**config.mk**
```make
export PLATFORM = sky130hd
export DESIGN_NAME = fblc_lpf
export DESIGN_NICKNAME = d
export VERILOG_FILES = /design/src/design/fblc_pkg.sv /design/src/design/fblc_lpf.sv
export SDC_FILE = /design/constraint.sdc
export NUM_CORES = 2
export LEC_CHECK = 0
export CAP_MARGIN = 20
export CORE_MARGIN = 2
export CORE_UTILIZATION = 35
export CTS_BUF_LIST = sky130_fd_sc_hd__clkbuf_8
export CTS_CLUSTER_DIAMETER = 150
export CTS_CLUSTER_SIZE = 10
export DETAILED_ROUTE_END_ITERATION = 8
export DONT_BUFFER_PORTS = 1
export GPL_TIMING_DRIVEN = 0
export HOLD_SLACK_MARGIN = 0.02
export SLEW_MARGIN = 10
export SYNTH_ARGS = -nofsm -noshare
export SYNTH_HDL_FRONTEND = slang
export SYNTH_SLANG_ARGS = --single-unit
```
**constraint.sdc**
```tcl
create_clock -name clk -period 9.6 [get_ports clk]
set_clock_uncertainty 0.2 [all_clocks]
set_input_delay 0 -clock clk [delete_from_list [all_inputs] [get_ports clk]]
set_output_delay 0 -clock clk [all_outputs]
set_load 0.005 [all_outputs]
```
**src/design/fblc_pkg.sv**
```systemverilog
package fblc_pkg;

	localparam int WINDOW_DEPTH = 100;
	localparam int FORCE_W      = 32;
	localparam int GAIN_W       = 17;
	localparam int SUM_W        = 40;
	localparam int CNT_W        = $clog2(WINDOW_DEPTH + 1);
	localparam int SLOT_W       = (WINDOW_DEPTH > 1) ? $clog2(WINDOW_DEPTH) : 1;
	localparam int DSTEP_W      = $clog2(SUM_W + 1);
	localparam int HIST_W       = 2 * FORCE_W;
	localparam int PADDR_W      = 3;

	localparam logic [GAIN_W-1:0] GAIN_ONE   = GAIN_W'(65536);
	localparam logic [GAIN_W-1:0] GAIN_RESET = GAIN_W'(40043);

	// register index, taken from paddr[2]
	localparam logic REG_FILTER_GAIN = 1'b0;

	typedef logic signed [FORCE_W-1:0] force_t;

	typedef struct packed {
		force_t x;
		force_t y;
		force_t z;
	} force_vec_t;

	typedef enum logic [2:0] {
		ST_IDLE,
		ST_FILT,
		ST_DELTA,
		ST_SUM,
		ST_DIV_GO,
		ST_DIV_WAIT,
		ST_OUT
	} state_t;

endpackage

```
**src/design/fblc_lpf.sv**
```systemverilog
module fblc_lpf (
	input  logic                             clk,
	input  logic                             arst_n,
	input  logic                             start,
	input  logic [fblc_pkg::GAIN_W-1:0]      gain,
	input  fblc_pkg::force_vec_t             raw,
	output logic                             done,
	output fblc_pkg::force_vec_t             filt
);

	fblc_pkg::force_vec_t              raw_q;
	logic [fblc_pkg::GAIN_W-1:0]       gain_q;
	logic                              busy_q;
	logic                              phase_q;
	logic [1:0]                        axis_q;
	logic                              done_q;
	fblc_pkg::force_t                  filt_q [3];
	logic signed [50:0]                prod_s1;

	fblc_pkg::force_t    raw_sel;
	fblc_pkg::force_t    filt_sel;
	logic signed [32:0]  diff;
	logic signed [50:0]  rnd;
	logic signed [50:0]  step;
	logic signed [34:0]  fnew;

	always_comb begin
		case (axis_q)
			2'd0:    raw_sel = raw_q.x;
			2'd1:    raw_sel = raw_q.y;
			default: raw_sel = raw_q.z;
		endcase
		filt_sel = filt_q[axis_q];
		diff     = {raw_sel[31], raw_sel} - {filt_sel[31], filt_sel};
		// f + floor((a*(in - f) + half) / 2^16)
		rnd      = prod_s1 + 51'sd32768;
		step     = rnd >>> 16;
		fnew     = {{3{filt_sel[31]}}, filt_sel} + step[34:0];
	end

	always_ff @(posedge clk or negedge arst_n) begin
		if (!arst_n) begin
			busy_q    <= 1'b0;
			phase_q   <= 1'b0;
			axis_q    <= 2'd0;
			done_q    <= 1'b0;
			filt_q[0] <= '0;
			filt_q[1] <= '0;
			filt_q[2] <= '0;
		end else begin
			done_q <= 1'b0;
			if (start) begin
				busy_q  <= 1'b1;
				phase_q <= 1'b0;
				axis_q  <= 2'd0;
			end else if (busy_q) begin
				phase_q <= ~phase_q;
				if (phase_q) begin
					filt_q[axis_q] <= fnew[31:0];
					if (axis_q == 2'd2) begin
						busy_q <= 1'b0;
						done_q <= 1'b1;
					end else begin
						axis_q <= axis_q + 2'd1;
					end
				end
			end
		end
	end

	// sample and clamped gain are latched once per request
	always_ff @(posedge clk) begin
		if (start) begin
			raw_q  <= raw;
			gain_q <= (gain > fblc_pkg::GAIN_ONE) ? fblc_pkg::GAIN_ONE : gain;
		end
		if (busy_q && !phase_q) begin
			prod_s1 <= $signed({1'b0, gain_q}) * diff;
		end
	end

	assign done   = done_q;
	assign filt.x = filt_q[0];
	assign filt.y = filt_q[1];
	assign filt.z = filt_q[2];

endmodule

```
==> flow_metrics.tcl <==
set metrics [dict create \
    rsz0062_at_grt "yes" \
    grt_pass1_wl_um 160500 \
    slew_headroom 0.1827 \
    design.die.area_um2 92600 \
    crit_fanout 10 \
    finalMaxSlewViolations 0 \
    vias 25189 \
    mostFrequentLayoutCell "inv_1" \
    track_usage 0.2278 \
    fin_util 0.4328 \
    holdCritPathClass "in -> reg" \
    antenna_found_initial 5 \
    yosys.cell_types.count 69 \
    drive_gt1_frac 0.1201 \
    post-route-worst-setup-slack_ns -0.1914 \
    post_drt_via_cell_ratio 5.166 \
    port_buffers 0 \
    status "complete, but fails checks" \
    grt_max_degree 119 \
    die_x_um 304.3 \
    max_freq_mhz 102.1 \
    synth_ff_type "edfxtp_1" \
    async_flop_share 0.4089 \
    cts_max_level 1 \
    fin_nets 4496 \
    cts_buffer_depth 3 \
    cap_violations 0 \
    synth_nets 4128 \
    hpwlAfterDp_um 79900 \
    ys_warn_count 0 \
    setup_violations 7 \
    required_ns 9.79 \
    fin_crit_ns 9.791 \
    place_inst 4504 \
    cts_tree "yes" \
    path_clk_slew_ns 0.10 \
    grt_overflow 0 \
    syn_inst 3319 \
    wl_um 106200 \
    crit_type "reg -> reg" \
    avgSynthCellArea_um2 9.510 \
    crit_top_cell "fa_1" \
    synth_edf_count 146 \
    gp_congestion 0.9320 \
    start_util 0.3517 \
    synth-seq-cells 247 \
    avgRoutedWirePerCell_um 21.79 \
    arrival_ns 9.99 \
    rows 110 \
    layout.cells.non_filler 4876 \
    tightestPinTransition_ns 1.222 \
    die_h_um 304.3 \
    period_share 1.020 \
    area_delta_synth_final_pct 23.04 \
    firstDrtPassIters 6 \
    drt-initial-drc-count 2136 \
    ios 213 \
    grt_pass1_vias 26626 \
    violations "negative setup slack" \
    clkLatencyLatePin_ns 0.67 \
    start_kind "flip-flop" \
    finalHoldViolations 0 \
    core_um2 89740 \
    crit_path_top_delay_cell "fa_1" \
    drtAntennaViolNets 0 \
    root_buffer "clkbuf_8" \
    final_cell_mix "inv_1 (626), fa_1 (488), nand2_1 (435)" \
    seq_area_frac_synth 0.2190 \
    drc_errors 0 \
    numCtsBuffers 29 \
    cts_sinks 247 \
    crit_path_end_kind "flip-flop" \
    syn-cell-area_um2 31560 \
    crit_path_max_incr_delay_ns 0.56 \
]
[state kept, by name, summed over array words and instances, names as in the netlist]
name	flops
gain_q	17
done	1
phase_q	1
prod_s1	33
filt	96
raw_q	96
axis_q	2
busy_q	1
[cell type report]
class / count / area [µm²]
timing repair buffer: 346 / 3373
fill: 8502 / 50900
multi-input combinational: 2298 / 23380
clock inverter: 12 / 83.83
clock buffer: 29 / 399.1
sequential: 247 / 6913
inverter: 636 / 2399
antenna: 3 / 7.507
tap: 1176 / 1471
buffer: 129 / 807.0
[stage by stage]
stage	setup WS (ns)	hold slack (ns)	TNS [ns]	cell area, µm²
after global placement	-3.649	-0.4936	-93.04	33040
after floorplan	0.03338	-0.4956	0	31570
after detailed placement	-3.036	-0.4936	-75.52	33200
after CTS	0.003032	0.1071	0	38060
final	-0.1914	0.1500	-0.8441	38840
after global routing	-0.4068	0.1537	-3.545	38830
[worst paths after layout]
path / start / endpoint / slack [ns] / depth (start not counted)
hold / removal: gain[16] / gain_q[16] / 0.15 / 2
min in group asynchronous: arst_n / filt[16] / 0.40 / 4
max in group asynchronous: arst_n / filt[88] / 8.40 / 4
setup / recovery: axis_q[0] / prod_s1[47] / -0.19 / 43
setup reg to reg: axis_q[0] / prod_s1[47] / -0.19 / 43
hold reg to reg: filt[37] / filt[37] / 0.34 / 2
[worst max-delay path, delay by kind of cell, from the launching register on]
family	cells	cell delay [ns]
adders and majority gates	9	3.65
and+or+nand+nor	9	1.62
xor gates and xnor gates	3	0.73
buffers and inverters	13	1.45
DFF	1	0.39
AOI/OAI and AO/OA	9	1.42
[Yosys cell counts, types with 5 or more instances]
library cell / instances / area, µm²
inv_1: 636 / 2387
fa_1: 516 / 10330
nand2_1: 450 / 1689
and2_1: 259 / 1620
ha_1: 177 / 2215
edfxtp_1: 146 / 4384
clkbuf_1: 132 / 495.5
o21ai_0: 118 / 590.6
a21oi_1: 108 / 540.5
dfrtp_1: 101 / 2527
nor2_1: 87 / 326.6
xnor2_1: 87 / 762.0
and3_1: 49 / 306.5
nand3_1: 47 / 235.2
a21o_1: 42 / 315.3
nor2b_1: 40 / 250.2
xor2_1: 40 / 350.3
mux2i_1: 37 / 370.4
a22oi_1: 32 / 240.2
nor3_1: 23 / 115.1
o21a_1: 17 / 127.6
nand2b_1: 13 / 81.33
nand4_1: 11 / 68.82
o21bai_1: 11 / 82.58
nand3b_1: 10 / 75.07
a211oi_1: 8 / 60.06
and4_1: 8 / 70.07
nor3b_1: 8 / 60.06
o211ai_1: 8 / 60.06
or3_1: 7 / 43.79
a31oi_1: 6 / 37.54
nor4_1: 6 / 37.54
o31ai_1: 6 / 45.04
o31a_1: 5 / 43.79
or2_2: 5 / 31.28
[repair_timing]
item | in CTS | in global routing
setup endpoints to repair | 33 | 30
buffers inserted | 77 | 31
pin swaps | 105 | 90
hold buffers | 232 | 0
cloned | 0 | 1
gates resized for setup | 318 | 126
hold endpoints to repair | 358 | 0
[logic make-up (layout without fill, tap and decap cells)]
| logic type | after synthesis | count (layout) | share of synthesized area |
|---|---|---|---|
| adders and majority gates | 693 | 693 | 0.3974 |
| and+or+nand+nor | 1031 | 1031 | 0.1616 |
| buffers and inverters | 774 | 1152 | 0.09237 |
| muxes | 41 | 41 | 0.01316 |
| xor gates and xnor gates | 127 | 127 | 0.03524 |
| other | 0 | 3 | 0 |
| AOI/OAI and AO/OA | 406 | 406 | 0.08119 |
| DFF | 247 | 247 | 0.2190 |
[layer usage]
layer,wire length [µm],vias up,global-route usage
li1,-,11126,-
met1,41730,12632,0.2837
met2,49210,1162,0.3680
met3,10850,269,0.07278
met4,4450,0,0.08865
met5,0,-,0
Power is not shown: default switching activity piles up to over one toggle a cycle in this logic, so the estimate is an artifact.
