===== src/design/fblc_pkg.sv =====
package fblc_pkg;

	localparam int WINDOW_DEPTH = 100;
	localparam int FORCE_W      = 32;
	localparam int GAIN_W       = 17;
	localparam int SUM_W        = 40;
	localparam int CNT_W        = $clog2(WINDOW_DEPTH + 1);
	localparam int SLOT_W       = (WINDOW_DEPTH > 1) ? $clog2(WINDOW_DEPTH) : 1;
	localparam int DSTEP_W      = $clog2(SUM_W + 1);
	localparam int HIST_W       = 2 * FORCE_W;
	localparam int PADDR_W      = 3;

	localparam logic [GAIN_W-1:0] GAIN_ONE   = GAIN_W'(65536);
	localparam logic [GAIN_W-1:0] GAIN_RESET = GAIN_W'(40043);

	// register index, taken from paddr[2]
	localparam logic REG_FILTER_GAIN = 1'b0;

	typedef logic signed [FORCE_W-1:0] force_t;

	typedef struct packed {
		force_t x;
		force_t y;
		force_t z;
	} force_vec_t;

	typedef enum logic [2:0] {
		ST_IDLE,
		ST_FILT,
		ST_DELTA,
		ST_SUM,
		ST_DIV_GO,
		ST_DIV_WAIT,
		ST_OUT
	} state_t;

endpackage


===== src/design/fblc_div.sv =====
module fblc_div (
	input  logic                             clk,
	input  logic                             arst_n,
	input  logic                             start,
	input  logic signed [fblc_pkg::SUM_W-1:0] dividend,
	input  logic [fblc_pkg::CNT_W-1:0]       divisor,
	output logic                             done,
	output fblc_pkg::force_t                 quotient
);

	logic                              busy_q;
	logic                              done_q;
	logic [fblc_pkg::DSTEP_W-1:0]      cnt_q;
	logic                              neg_q;
	logic [fblc_pkg::SUM_W-1:0]        work_q;
	logic [fblc_pkg::CNT_W-1:0]        rem_q;
	logic [fblc_pkg::CNT_W-1:0]        div_q;
	fblc_pkg::force_t                  quot_q;

	logic [fblc_pkg::SUM_W-1:0]        mag;
	logic [fblc_pkg::CNT_W:0]          rem_sh;
	logic                              ge;
	logic [fblc_pkg::CNT_W:0]          rem_diff;
	logic [fblc_pkg::SUM_W-1:0]        qmag;

	always_comb begin
		mag      = dividend[fblc_pkg::SUM_W-1] ? (~dividend + 1'b1) : dividend;
		rem_sh   = {rem_q, work_q[fblc_pkg::SUM_W-1]};
		ge       = rem_sh >= {1'b0, div_q};
		rem_diff = rem_sh - {1'b0, div_q};
		qmag     = {work_q[fblc_pkg::SUM_W-2:0], ge};
	end

	always_ff @(posedge clk or negedge arst_n) begin
		if (!arst_n) begin
			busy_q <= 1'b0;
			done_q <= 1'b0;
			cnt_q  <= '0;
		end else begin
			done_q <= 1'b0;
			if (start) begin
				busy_q <= 1'b1;
				cnt_q  <= '0;
			end else if (busy_q) begin
				cnt_q <= cnt_q + 1'b1;
				if (cnt_q == fblc_pkg::DSTEP_W'(fblc_pkg::SUM_W - 1)) begin
					busy_q <= 1'b0;
					done_q <= 1'b1;
				end
			end
		end
	end

	// restoring division on magnitudes, one quotient bit per cycle
	always_ff @(posedge clk) begin
		if (start) begin
			neg_q  <= dividend[fblc_pkg::SUM_W-1];
			work_q <= mag;
			rem_q  <= '0;
			div_q  <= divisor;
		end else if (busy_q) begin
			work_q <= qmag;
			rem_q  <= ge ? rem_diff[fblc_pkg::CNT_W-1:0] : rem_sh[fblc_pkg::CNT_W-1:0];
			if (cnt_q == fblc_pkg::DSTEP_W'(fblc_pkg::SUM_W - 1)) begin
				quot_q <= neg_q ? (~qmag[31:0] + 1'b1) : qmag[31:0];
			end
		end
	end

	assign done     = done_q;
	assign quotient = quot_q;

endmodule


===== config.mk =====
export PLATFORM = sky130hd
export DESIGN_NAME = fblc_div
export DESIGN_NICKNAME = d
export VERILOG_FILES = /design/src/design/fblc_pkg.sv /design/src/design/fblc_div.sv
export SDC_FILE = /design/constraint.sdc
export NUM_CORES = 1
export LEC_CHECK = 0
export ABC_AREA = 1
export CORE_MARGIN = 4
export CORE_UTILIZATION = 46
export CTS_BUF_LIST = sky130_fd_sc_hd__clkbuf_8
export CTS_CLUSTER_DIAMETER = 120
export CTS_CLUSTER_SIZE = 28
export DETAILED_ROUTE_END_ITERATION = 10
export DONT_BUFFER_PORTS = 1
export PLACE_DENSITY = 0.67
export RECOVER_POWER = 50
export SYNTH_ARGS = -nofsm -noshare
export SYNTH_HDL_FRONTEND = slang
export SYNTH_SLANG_ARGS = --single-unit

===== constraint.sdc =====
create_clock -name clk -period 10.1 [get_ports clk]
set_input_delay 0.505 -clock clk [delete_from_list [all_inputs] [get_ports clk]]
set_output_delay 0.505 -clock clk [all_outputs]
set_load 0.05 [all_outputs]

==> flow_summary.json, run 1 <==
{
  "gp_congestion": 0.8917,
  "synth_compound_area_frac": 0.08637,
  "cts_resized": 0,
  "critPathMaxFanout": 5,
  "synthFlopType": "edfxtp_1",
  "grt_pass1_vias": 4603,
  "p_leak_uw": 0.002760,
  "via_per_inst": 5.367,
  "grt_pass1_wl_mm": 23.59,
  "clk_pin_slew_ns": 0.10,
  "insertedDiodeCount": 0,
  "die_area_mm2": 0.01513,
  "worstPathCellList": "inv_1, ha_1, fa_1, inv_1, nand2_1, nand2_1, nand3_2, nand2_1, nor2_4, ha_1, nand4_1, nor2_2, nand3_1, o21ai_2, o21ai_0, nand2_1, nand2_1",
  "die_w_um": 123.0,
  "cp-end-kind": "flip-flop",
  "clk_path_buf_depth": 2,
  "syn_inst": 768,
  "ys_seq_area_frac": 0.4508,
  "cpMostUsedCell": "nand2_1",
  "final_cell_count_no_fill": 939,
  "initialDrtViolationCount": 410,
  "clockRootBuffer": "clkbuf_8",
  "p_per_area_mw_per_mm2": 160.3,
  "crit_arrival_ns": 3.09,
  "finalSetupTns_ns": 0,
  "drive_above_1_share": 0.05997,
  "port_buffers": 0,
  "synth_mux_area_frac": 0,
  "overflow": 0,
  "die_h_um": 123.0,
  "critPathTopFamily": "simple AND/OR/NAND/NOR gates",
  "synth-xor-area-share": 0.04606,
  "synth_area_mm2": 0.006085,
  "area_growth_pct": 4.709,
  "placedCellCount": 922,
  "whs_path_depth": 1,
  "synth_top_area_cell": "edfxtp_1",
  "syn_area_per_cell_um2": 7.923,
  "antenna_left": 0,
  "setup_viol": 0,
  "period_needed_ns": 2.962,
  "rows": 41,
  "ff2ff_path_depth": 17,
  "cts_sinks": 95,
  "synthTopCellsByArea": "edfxtp_1, nand2_1, nand3_1",
  "hold_viol": 0,
  "cts.htree.levels": 3,
  "ys_async_sr_fraction": 0.08421,
  "synth_cell_types": 46,
  "synth_top_area_share": 0.3948,
  "critPathBufInv": 2,
  "track_usage": 0.2021,
  "irDropWorstVdd_mv": 0.07700,
  "path_depth": 17,
  "pin_count": 83,
  "violations": "capacitance limit, slew limit",
  "fmax_ghz": 0.3376,
  "synthAdderAreaFrac": 0.02385,
  "synth_seq_cells": 95,
  "multi_input_area_mm2": 0.002828,
  "cts_buffers": 9,
  "startpoint_type": "flip-flop",
  "yosys.area_share.simple": 0.3165,
  "fin_nets": 823,
  "rsz0062_at_grt": "false",
  "ys_warn_count": 0,
  "tightestPinTransition_ns": 1.970,
  "synth_edf_count": 80,
  "crit_required_ns": 10.23,
  "crit_slowest_cell": "edfxtp_1",
  "min_period_over_period": 0.2933,
  "initial_core_util": 0.4763,
  "finClkSkew_ns": 0.01357,
  "wirelength_mm": 14.75,
  "grt_max_degree": 55,
  "remaining_drc_errors": 0,
  "cts_tree": "built",
  "drt-pass1-iter-count": 5,
  "worstHoldPathType": "input pin to flip-flop",
  "vias": 5040,
  "cap_violations": 2,
  "ff2ff_setup_slack_ns": 7.14,
  "synth_top_family_by_area": "simple AND/OR/NAND/NOR gates",
  "core_mm2": 0.01277,
  "crit_type": "flip-flop to flip-flop",
  "finalPower_uw": 1021,
  "dp_hpwl_mm": 11.20,
  "outcome": "finished, violations left",
  "antenna_found_initial": 0,
  "maxSlewViolCount": 83,
  "clock_latency_ns": 0.38,
  "seqCellArea_mm2": 0.002743,
  "critical_path.max_stage_delay_ns": 0.41,
  "max-slew-margin-rel": -0.3130,
  "n_fill_cell": 1222,
  "routedWlPerCell_um": 15.71,
  "syn_nets": 829
}
synth_stat cells (2+ instances only):
cell	count
inv_1	88
nand3_1	71
a21oi_1	13
dfrtp_1	8
edfxtp_1	80
xor2_1	28
a31oi_1	3
nor4_1	6
nand4_1	18
ha_1	10
inv_2	8
xnor2_1	4
nand2_1	216
nor3_1	8
dfxtp_1	7
nor2_2	6
nand3b_1	6
o21ai_1	17
nand2_2	4
nor2_1	69
buf_2	9
clkbuf_1	9
o22ai_1	5
nor2_4	4
nand3_2	6
o211ai_1	8
or2_1	2
o21ai_2	4
o21ai_0	32
o21bai_1	3
placed cells by master, fill, tap and decap left out, drive strengths merged, types with 4 or more instances in the layout:
cell type,Yosys,routed
nor2,80,80
nor3,10,10
xnor2,4,4
nand3,78,78
nand3b,6,6
a21oi,14,14
dfxtp,7,7
xor2,28,28
nand4,18,18
o21ai,54,54
o22ai,5,5
ha,10,10
or2,4,4
clkbuf,9,12
edfxtp,80,80
nor4,6,6
dfrtp,8,8
o211ai,8,8
nand2,220,220
inv,96,99
worst paths after layout:
check / from / end
setup / recovery: work_q[39] / quotient[26]
hold / removal: start / rem_q[2]
setup reg to reg: work_q[39] / quotient[26]
hold reg to reg: rem_q[2] / rem_q[2]
max in group asynchronous: arst_n / cnt_q[2]
min in group asynchronous: arst_n / done
sequential cells by signal, indices dropped and copies added (netlist names):
name,cells
busy_q,1
cnt_q,6
div_q,7
done,1
neg_q,1
quotient,32
rem_q,7
work_q,40
routing by layer:
layer,vias up,track usage,share of wire
met1,2347,0.2645,0.45
li1,2535,-,-
met4,0,0.07059,0.017
met2,143,0.3334,0.48
met5,-,0,0
met3,15,0.04254,0.050
where the power goes:
group	internal (uW)	switching [uW]	total (uW)	leakage, uW
sequential	472	28.4	500	0.000965
combinational	95.8	169	264	0.00169
clock	121	136	257	0.000108
kinds of logic (layout without fill, tap and decap cells):
group | Yosys count | count (layout)
flip-flops | 95 | 95
AO/OA/AOI/OAI | 89 | 89
adder cells (fa/ha/maj) | 11 | 11
XOR/XNOR | 32 | 32
AND/OR/NAND/NOR | 423 | 423
buffers and inverters | 118 | 117
layout make-up:
class	count	area share
tap	172	0.03378
clock buffer	10	0.02160
multi-input combinational	555	0.4438
timing repair buffer	4	0.003928
sequential	95	0.4305
inverter	97	0.05715
clock inverter	6	0.009230
what timing repair did:
| item | 4_1_cts | 5_1_grt |
|---|---|---|
| hold endpoints to repair | 8 | 0 |
| buffers inserted | 0 | 0 |
| hold buffers | 1 | 0 |
per-stage QoR:
step                      setup slack (ns)  cell area [um2]    util  hold slack [ns]
after floorplan                      6.567             6085       -           0.2094
after global placement               7.305             6226  0.4874           0.2097
after detailed placement             7.131             6226  0.4874           0.2097
after CTS                            7.100             6432  0.5036           0.1612
after global routing                 6.747             6371  0.4988           0.1582
final                                7.138             6371  0.4988           0.1870
Note: power is estimated with default switching activity, not from simulation.
==> run 2: changes to the inputs <==
Clock period 10.1 ns to 2.8 ns, I/O delays scaled along.
==> run 2 against run 1 <==
Net effect: the run still ends with capacitance limit, slew limit left; clock-buffer cell count shrank 1; sequential share of layout area shrank 1.9 points; register-to-register slack lost 7.0 ns; first-iteration DRC count shrank 4.4%; critical endpoint is now quotient[24]; largest power group unchanged.
==> flow_summary.json, run 2 (synthesis results as in run 1) <==
{
  "outcome": "finished, violations left",
  "violations": "capacitance limit, slew limit",
  "track_usage": 0.2088,
  "initial_core_util": 0.4763,
  "finalPower_uw": 3942,
  "setup_viol": 0,
  "cts_tree": "built",
  "die_w_um": 123.0,
  "antenna_left": 0,
  "vias": 5186,
  "drt-pass1-iter-count": 5,
  "antenna_found_initial": 0,
  "tightestPinTransition_ns": 1.813,
  "insertedDiodeCount": 0,
  "hold-path-endpoint": "work_q[15]",
  "max-slew-margin-rel": -0.2084,
  "hold_viol": 0,
  "min_from": "dividend[15]",
  "min_period_over_period": 0.9448,
  "critPathTopFamily": "simple AND/OR/NAND/NOR gates",
  "area_growth_pct": 9.459,
  "dp_hpwl_mm": 11.37,
  "routedWlPerCell_um": 15.91,
  "largest-register": "work_q",
  "cts_buffers": 9,
  "die_area_mm2": 0.01513,
  "clock_latency_ns": 0.38,
  "grt_pass1_wl_mm": 24.39,
  "irDropWorstVdd_mv": 0.4222,
  "clockRootBuffer": "clkbuf_8",
  "worstPathCellList": "inv_1, ha_2, fa_2, inv_1, nand2_1, nand2_2, nand3_4, nand2_2, nor2_4, ha_4, nand4_1, nor2_2, buf_4, nand4_1, o211ai_1, nand2_1",
  "fin_nets": 844,
  "finClkSkew_ns": 0.01439,
  "grt_max_degree": 45,
  "startpoint_type": "flip-flop",
  "r2r_start": "work_q[39]",
  "grt_pass1_vias": 4877,
  "critPathMaxFanout": 3,
  "maxSlewViolCount": 38,
  "whs_ns": 0.01678,
  "period_needed_ns": 2.645,
  "pin_count": 83,
  "mostFrequentLayoutCell": "nand2_1",
  "cts_sinks": 95,
  "gp_congestion": 0.9259,
  "critical_path.max_stage_delay_ns": 0.40,
  "cts.htree.levels": 3,
  "crit_arrival_ns": 2.77,
  "core_mm2": 0.01277,
  "worstReg2RegEnd": "quotient[24]",
  "worstHoldPathType": "input pin to flip-flop",
  "fmax_ghz": 0.3780,
  "p_per_area_mw_per_mm2": 591.9,
  "remaining_drc_errors": 0,
  "die_h_um": 123.0,
  "p_leak_uw": 0.002874,
  "port_buffers": 0,
  "rows": 41,
  "n_fill_cell": 1205,
  "via_per_inst": 5.402,
  "whs_path_depth": 2,
  "wirelength_mm": 15.28,
  "initialDrtViolationCount": 392,
  "critPathBufInv": 3,
  "ff2ff_setup_slack_ns": 0.15,
  "overflow": 0,
  "ff2ff_path_depth": 16,
  "cp-end-kind": "flip-flop",
  "cap_violations": 1,
  "final_cell_mix": "nand2_1, inv_1, edfxtp_1, nor2_1, nand3_1",
  "clk_path_buf_depth": 2,
  "largest_reg_flops": 40,
  "crit_type": "flip-flop to flip-flop",
  "drive_above_1_share": 0.08122,
  "clk_pin_slew_ns": 0.10,
  "crit_slowest_cell": "edfxtp_1",
  "crit_required_ns": 2.93
}
## run 2: cell count changes in the layout (fill, tap and decap cells not counted), moves of 2 or more
cell / before / now
dlygate4sd3_1: 1 / 13
nand3_1: 74 / 71
o21ai_0: 38 / 40
o21ai_2: 3 / 1
ha_1: 10 / 8
nand3_4: 0 / 2
bufinv_16: 1 / 3
buf_4: 1 / 10
## run 2: power by group
part	leakage [uW]	internal (uW)	switching (uW)	total [uW]
Clock	0.000124	589	497	1090
Sequential	0.000965	1700	100	1800
Combinational	0.00178	401	653	1050
## run 2: cell type report
| cell class | instances | area, um2 | share of cell area |
|---|---|---|---|
| Clock buffer | 9 | 123.9 | 0.01860 |
| Clock inverter | 7 | 112.6 | 0.01691 |
| Inverter | 97 | 364.1 | 0.05467 |
| Multi-Input combinational cell | 555 | 2889 | 0.4338 |
| Sequential cell | 95 | 2743 | 0.4118 |
| Tap cell | 172 | 215.2 | 0.03231 |
| Timing Repair Buffer | 25 | 212.7 | 0.03194 |
## run 2: repair_timing
item,4_1_cts,5_1_grt
gates resized for setup,2,8
cloned,0,0
endpoints found under the setup margin,2,7
endpoints found under the hold margin,51,0
setup buffers,2,3
pin swaps,3,6
hold buffers,14,0
## run 2: stage by stage
step           setup TNS [ns]    util  cells  cell area, um2  setup slack, ns
2_1_floorplan               0       -    768            6090           0.2944
3_3_place_gp                0  0.4897    925            6255          0.03431
3_5_place_dp          -0.1022  0.4897    925            6255         -0.06733
4_1_cts                     0  0.5221    957            6669         0.007527
5_1_grt              -0.02911  0.5214    960            6660         -0.02518
6_report                    0  0.5214    960            6660           0.1546
## run 2: worst max path at each step
stage	startpoint	end	slack, ns	cells after the start
2_1_floorplan	work_q[39]	quotient[26]	0.29	17
3_3_place_gp	work_q[39]	quotient[26]	0.03	17
3_5_place_dp	work_q[39]	quotient[26]	-0.07	17
4_1_cts	work_q[39]	quotient[26]	0.008	17
5_1_grt	work_q[39]	quotient[24]	-0.03	16
6_report	work_q[39]	quotient[24]	0.15	16
## run 2: layer usage
metal | GRT usage | share of wire
met5 | 0 | 0
met4 | 0.09689 | 0.037
met3 | 0.04620 | 0.057
met2 | 0.3399 | 0.47
met1 | 0.2658 | 0.44
